--- config.mk ---
export PLATFORM = sky130hd
export DESIGN_NAME = isls_cell
export DESIGN_NICKNAME = d
export VERILOG_FILES = /design/src/hdl/isls_pkg.sv /design/src/hdl/isls_cell.sv
export SDC_FILE = /design/constraint.sdc
export NUM_CORES = 1
export LEC_CHECK = 0
export ABC_CLOCK_PERIOD_IN_PS = 3650
export BUFFER_PORTS_ARGS = -buffer_cell sky130_fd_sc_hd__buf_4
export CORE_ASPECT_RATIO = 0.8
export CORE_MARGIN = 5
export CORE_UTILIZATION = 44
export CTS_CLUSTER_SIZE = 16
export DETAILED_ROUTE_END_ITERATION = 6
export GPL_ROUTABILITY_DRIVEN = 0
export PLACE_DENSITY = 0.82
export SLEW_MARGIN = 20
export SYNTH_ARGS = -nofsm -noshare
export SYNTH_HDL_FRONTEND = slang
export SYNTH_SLANG_ARGS = --single-unit
--- constraint.sdc ---
create_clock -name clk -period 3.65 [get_ports clk]
set_input_delay 0.1825 -clock clk [delete_from_list [all_inputs] [get_ports clk]]
set_output_delay 0.1825 -clock clk [all_outputs]
set_load 0.005 [all_outputs]
--- src/hdl/isls_pkg.sv ---
// Shared constants, types and word conversion functions for the indexed shift-list store.
package isls_pkg;

    localparam int DEPTH       = 256;
    localparam int WORD_BITS   = 32;

    localparam int CMD_BITS    = 3;
    localparam int POS_BITS    = 8;
    localparam int DATA_BITS   = 32;
    localparam int STATUS_BITS = 2;

    localparam int IDX_BITS    = (DEPTH > 1) ? $clog2(DEPTH) : 1;
    localparam int CNT_BITS    = $clog2(DEPTH + 1);
    localparam int CMP_BITS    = (CNT_BITS > POS_BITS) ? CNT_BITS : POS_BITS;

    // Read select tree: groups of up to 16 cells, then one pick among the groups.
    localparam int LO_BITS     = (IDX_BITS < 4) ? IDX_BITS : 4;
    localparam int HI_W        = (IDX_BITS > LO_BITS) ? (IDX_BITS - LO_BITS) : 1;
    localparam int GROUP_SIZE  = 1 << LO_BITS;
    localparam int NUM_GROUPS  = 1 << HI_W;

    typedef logic [WORD_BITS-1:0] word_t;

    typedef enum logic [CMD_BITS-1:0] {
        CMD_PUSH    = 3'd0,
        CMD_POP     = 3'd1,
        CMD_INSERT  = 3'd2,
        CMD_ERASE   = 3'd3,
        CMD_CLEAR   = 3'd4,
        CMD_READ_AT = 3'd5,
        CMD_FRONT   = 3'd6,
        CMD_BACK    = 3'd7
    } cmd_t;

    typedef enum logic [STATUS_BITS-1:0] {
        ST_OK   = 2'd0,
        ST_BAD  = 2'd1,
        ST_FULL = 2'd2
    } status_t;

    typedef enum logic [1:0] {
        OP_NONE   = 2'd0,
        OP_PUSH   = 2'd1,
        OP_INSERT = 2'd2,
        OP_ERASE  = 2'd3
    } shift_op_t;

    // Control broadcast to every cell of the chain.
    typedef struct packed {
        shift_op_t             op;
        logic [IDX_BITS-1:0]   pos;
        logic [IDX_BITS-1:0]   tail;
    } shift_ctrl_t;

    // Sign-extend the 32-bit input word and keep its low WORD_BITS bits.
    function automatic word_t to_word(input logic signed [DATA_BITS-1:0] v);
        logic signed [63:0] v64;
        v64 = 64'(v);
        return v64[WORD_BITS-1:0];
    endfunction

    // Sign-extend a stored word and return its low 32 bits.
    function automatic logic signed [DATA_BITS-1:0] from_word(input word_t w);
        logic signed [63:0] w64;
        w64 = 64'(signed'(w));
        return w64[DATA_BITS-1:0];
    endfunction

endpackage

--- src/hdl/isls_cell.sv ---
// One storage cell of the shift chain: holds a word, loads new data or a neighbor's word.
module isls_cell (
    input  logic                               clk,
    input  isls_pkg::shift_ctrl_t              ctrl,
    input  logic [isls_pkg::IDX_BITS-1:0]      my_idx,
    input  isls_pkg::word_t                    left_word,
    input  isls_pkg::word_t                    right_word,
    input  isls_pkg::word_t                    new_word,
    output isls_pkg::word_t                    word
);

    isls_pkg::word_t word_reg;
    isls_pkg::word_t word_next;

    always_comb
    begin
        word_next = word_reg;
        case (ctrl.op)
            isls_pkg::OP_PUSH:
            begin
                if (my_idx == ctrl.tail)
                begin
                    word_next = new_word;
                end
            end
            isls_pkg::OP_INSERT:
            begin
                if (my_idx > ctrl.pos)
                begin
                    word_next = left_word;
                end
                else if (my_idx == ctrl.pos)
                begin
                    word_next = new_word;
                end
            end
            isls_pkg::OP_ERASE:
            begin
                if (my_idx >= ctrl.pos)
                begin
                    word_next = right_word;
                end
            end
            default:
            begin
                word_next = word_reg;
            end
        endcase
    end

    always_ff @(posedge clk)
    begin
        word_reg <= word_next;
    end

    assign word = word_reg;

endmodule

* After elaboration in Yosys (flattened, before gate mapping)
Index checks and enable logic that the tools add are counted.
** Cells by class
- Eq/ne operators :: 8
- Reductions and logical operators :: 2
- Order comparisons :: 2
- Muxes and demuxes :: 5
** Operators with widths (number)
- $mux W32 :: 4
- $pmux W32 S3 :: 1
- $eq A8 B8 Y1 :: 2
- $ge A8 B8 Y1 :: 1
- $gt A8 B8 Y1 :: 1
- $eq A2 B2 Y1 const B :: 2
- $ne A2 B2 Y1 const B :: 2
- $reduce_and A4 Y1 :: 1
- $ne A3 B3 Y1 const B :: 1
- $reduce_bool A3 Y1 :: 1
- $eq A2 B1 Y1 const B :: 1
** Word-level totals
- Word-level logic and storage cells :: 18
- Flip-flop bits (word level) :: 32
- Bits of input ports :: 123

* Depth between registers and ports, before layout
- Depth after elaboration :: 4
- Gate-level depth with buffers :: 9
- Gate-level depth less buffers :: 7

* Least setup slack after synthesis
Ideal clock, no wire load.
- Path kind :: input to register
- Start point :: input my_idx[0] in the netlist's numbering
- End point :: register word_reg[0] (netlist: word[0]) (enable)
- Cell stages on the path :: 7
- Slack :: 0.468 ns
- Required time :: 3.209 ns
- Buffers on the path :: 0
- Arrival :: 2.741 ns
- Cells stage by stage :: inv_1 > ha_1 > nand2b_1 > a21o_1 > a211oi_1 > or3_1 > a31oi_1
** Between the ends
- Longest elaborated chain between the ends :: 3
- Elaborated cells between the ends (all ways) :: 8
- Those cells by class :: order compare: 2; eq/ne: 5; reduce/logical: 1
** Ends and longest elaborated chain
- start, declared :: line isls_cell.sv:5 : input logic [isls_pkg::IDX_BITS-1:0] my_idx,
- $gt A8 B8 Y1, or another cell as far along :: line isls_cell.sv:28 : if (my_idx > ctrl.pos)
- $ne A3 B3 Y1 (no source line) / $ne A2 B2 Y1 (equally long branches)
- $reduce_and A4 Y1 (no source line) (*)
- end signal, assigned :: line isls_cell.sv:53 : word_reg <= word_next;
- end, declared :: line isls_cell.sv:12 : isls_pkg::word_t word_reg;
Every way passes the cells marked *; elsewhere a longest branch is shown, timed or not.
A chain may end at the register's enable or synchronous reset.

* Worst setup path in the final report
- Start point :: input my_idx[1] in the netlist's numbering
- End point :: register word_reg[13] (netlist: word[13]), data pin
** Between the ends
- Longest elaborated chain between the ends :: 3
** Ends and longest elaborated chain
- $gt A8 B8 Y1 :: line isls_cell.sv:28
- $mux W32 :: line isls_cell.sv:28
- $pmux W32 S3 :: line isls_cell.sv:18 : case (ctrl.op)
- net word_next[13] :: line isls_cell.sv:13 : isls_pkg::word_t word_next;
The timed path passes the listed nets, and every way through them passes these cells.

==> results.md <==
- The run finished with clean final reports.
- The number of synthesized flops with an enable pin is 32.
- The total overflow reported by the global router is 0.
- The data arrival at the endpoint of the critical path is 2.44 ns.
- The type of the setup path with the least slack is in2reg.
- The worst min-delay path class is in2reg.
- The global-route wire length before repair is 13.0 mm.
- Pin placement for this block handled 155 I/O pins.
- The number of hold buffers added after CTS was 0.
- The number of buffers inserted during clock tree synthesis is 5.
- The number of global-route vias before repair came to 2639.
- For this run, the number of Yosys warnings is 0.
- The total number of H-tree levels is 2.
- The number of flip-flops under the largest register name is 32.
- In this run, synthesis produced a sequential element count of 32.
- Setup violations remaining at the end of the flow were counted as 0.
- The maximum root-to-sink buffer count is 2.
- The worst pin sits at a relative slew slack of 31.4%.
- After routing, the total negative slack on setup checks comes to 0 ns.
- During placement, the flow inserted port buffers numbering 154.
- Global routing consumed, over all layers together, 22.1% of the routing resources.
- The final max-slew violation count is 0.
- The final critical-path share of the clock period is 66.4%.
- The critical path capture point type is a register.
- The number of distinct library cells after synthesis is 28.
- Across the run, the number of max-cap violations was 0.
- The number of antenna violations at the first check in global routing came to 0.
- The total iterations of the first detailed-routing run is 4.
- The routed design could run at a clock period as short as 2.42 ns.
- After synthesis, flip-flops and latches occupy 38.7% of the total area.
- The final layout net count is 505.
- The register clock-pin slew on the reported worst setup and hold paths is 0.07 ns.
- The repair_antennas step left the layout with diodes totalling 0.
- The floorplan step defined a core boundary enclosing 0.00547 mm2.
- The relative area change from synthesis to final layout is 51.1%.
- The detail route stage leaves a number of antenna-violating nets equal to 0.
- The element type at the critical path start is an input port.
- The die area is 0.00726 mm2.
- The HPWL after detailed placement is 6.07 mm.
- Yosys attributes the largest share of cell area to edfxtp_1 (39%), a211oi_2 (15%), a2111oi_0 (11%), o22ai_1 (8.1%), nor3_1 (6.4%).
- In the synthesized netlist the dominant register cell turns out to be edfxtp_1.
- The routed via count is 2745.
- Synthesis produced a netlist whose cell count is 240.
- Entering global routing, the biggest net connects 67 pins.
- The area share of the largest cell type after synthesis is 38.7%.
- The number of endpoints with negative hold slack in the final report is 0.
- The largest total area in the synthesized netlist belongs to edfxtp_1.
- Dividing total power by cell area gives a power density of 321 mW/mm2.
- The number of fill cells in the layout is 436.
- Setup repair after global routing left no endpoint under its margin.
- The critical path required time is 3.66 ns.
- Synthesis produced a netlist with a net count of 371.
- Counting flops with an async set or reset pin after synthesis yields a share of 0%.
- The maximum fanout encountered on the critical timing path is 32.
- Once the floorplan was initialized, standard cells occupied 45.5% of the core.
- The die is 94.0 um wide.
- The post-CTS resize count is 0.
- The smallest setup slack after layout is 1.23 ns.
- The floorplan step set the die height to 77.2 um.
- The highest clock frequency the design can meet is 413 MHz.
- At the pin with the least slew margin, the transition time is 1.03 ns.
- The area of the mapped netlist is 0.00248 mm2.
- For this design the static power due to leakage is 1.44 nW.
- Of the cells placed in the final design, the portion with a size suffix greater than 1 is 53.1%.
- The number of design-rule violations left by the first detailed-router iteration is 194.
- TritonCTS built the clock tree.
- In the synthesized netlist, the cells that appear most often are a2111oi_0 (32), edfxtp_1 (32), nor3_1 (32), o22ai_1 (32), a211oi_2 (30).
- The average footprint of a synthesized cell is 10.4 um2.
- The library cell used as clock root buffer is clkbuf_8.
- CTS saw 32 sinks.
- After clock tree synthesis, the setup repair step added 0 buffers.
- The total DRC errors in the routed layout is 0.
- The vias per cell is 6.06.
- The worst-case vdd ir drop is 0.144 mV.
- The post-detailed-routing wire length is 8.51 mm.
- The pre-CTS worst setup slack is 1.03 ns.
- In the final routed layout, each cell accounts on average for 18.8 um.
- The number of placement rows is 24.
## cells by family (layout without fill, tap and decap cells)
group	Yosys count	count (layout)	share of synthesized area, %
compound gates	106	106	37.8
xor+xnor	8	8	2.82
fa+ha+maj	8	8	4.03
buf+inv	39	174	7.05
flops	32	32	38.7
simple gates	47	47	9.62
## metrics by stage
step | instance area (um2) | util [%] | std cells | hold WS [ns] | power, W
floorplan | 2480 | - | 240 | 0.456 | 0.000653
global placement | 3640 | 66.6 | 445 | 0.553 | 0.000863
detailed placement | 3640 | 66.6 | 445 | 0.567 | 0.000869
CTS | 3750 | 68.6 | 453 | 0.275 | 0.00120
global route | 3750 | 68.7 | 453 | 0.288 | 0.00125
finish | 3750 | 68.7 | 453 | 0.281 | 0.00120
## placed cells by master, fill, tap and decap left out, drive strengths merged
cell type and count:
xor2 3, inv 9, nor2 4, o22ai 32
a31oi 2, or3 2, clkbuf 5, ha 8
nand2 3, nand4 3, nand2b 1, nor4 1
xnor2 5, a2111o 1, a21oi 3, a21o 1
clkinv 2, nor2b 1, buf 157, o211ai 1
nor3 32, a211oi 33, edfxtp 32, o21a 1
bufinv 1, a2111oi 32
## final cells by class
cell class / instances / area (um2) / area share (%)
tap: 78 / 97.6 / 2.60
clock buffer: 5 / 68.8 / 1.83
clock inverter: 3 / 37.5 / 1.00
multi-input combinational: 169 / 1380 / 36.7
timing repair buffer: 157 / 1180 / 31.4
sequential: 32 / 961 / 25.6
inverter: 9 / 33.8 / 0.900
## routing by layer
| layer | wire length [um] | share of wire, % | global-route usage [%] | up-vias |
|---|---|---|---|---|
| met2 | 4110 | 48 | 36.9 | 188 |
| met4 | 135 | 1.6 | 4.47 | 0 |
| met1 | 3290 | 39 | 28.5 | 1257 |
| met5 | 0 | 0 | 0 | - |
| met3 | 976 | 11 | 6.36 | 14 |
| li1 | - | - | - | 1286 |
## where the power goes
group          total, W  internal (W)  switching (W)
sequential     0.000479      0.000465      0.0000136
clock          0.000338      0.000199       0.000139
combinational  0.000387      0.000200       0.000187
total           0.00120      0.000864       0.000339
## worst max-delay path: stages
cell	delay [ns]
buf_4	0.12
ha_1	0.30
nor2b_1	0.15
o211ai_1	0.20
nand2_1	0.65
a2111oi_0	0.71
nor3_1	0.10
## path summary, 6_finish.rpt
kind / slack, ns / end / cells after the start / start
setup / recovery: 1.23 / word[13]$_DFFE_PP_ / 7 / my_idx[1]
hold / removal: 0.28 / word[18]$_DFFE_PP_ / 3 / new_word[18]
Power figures use the tool's default switching activity.
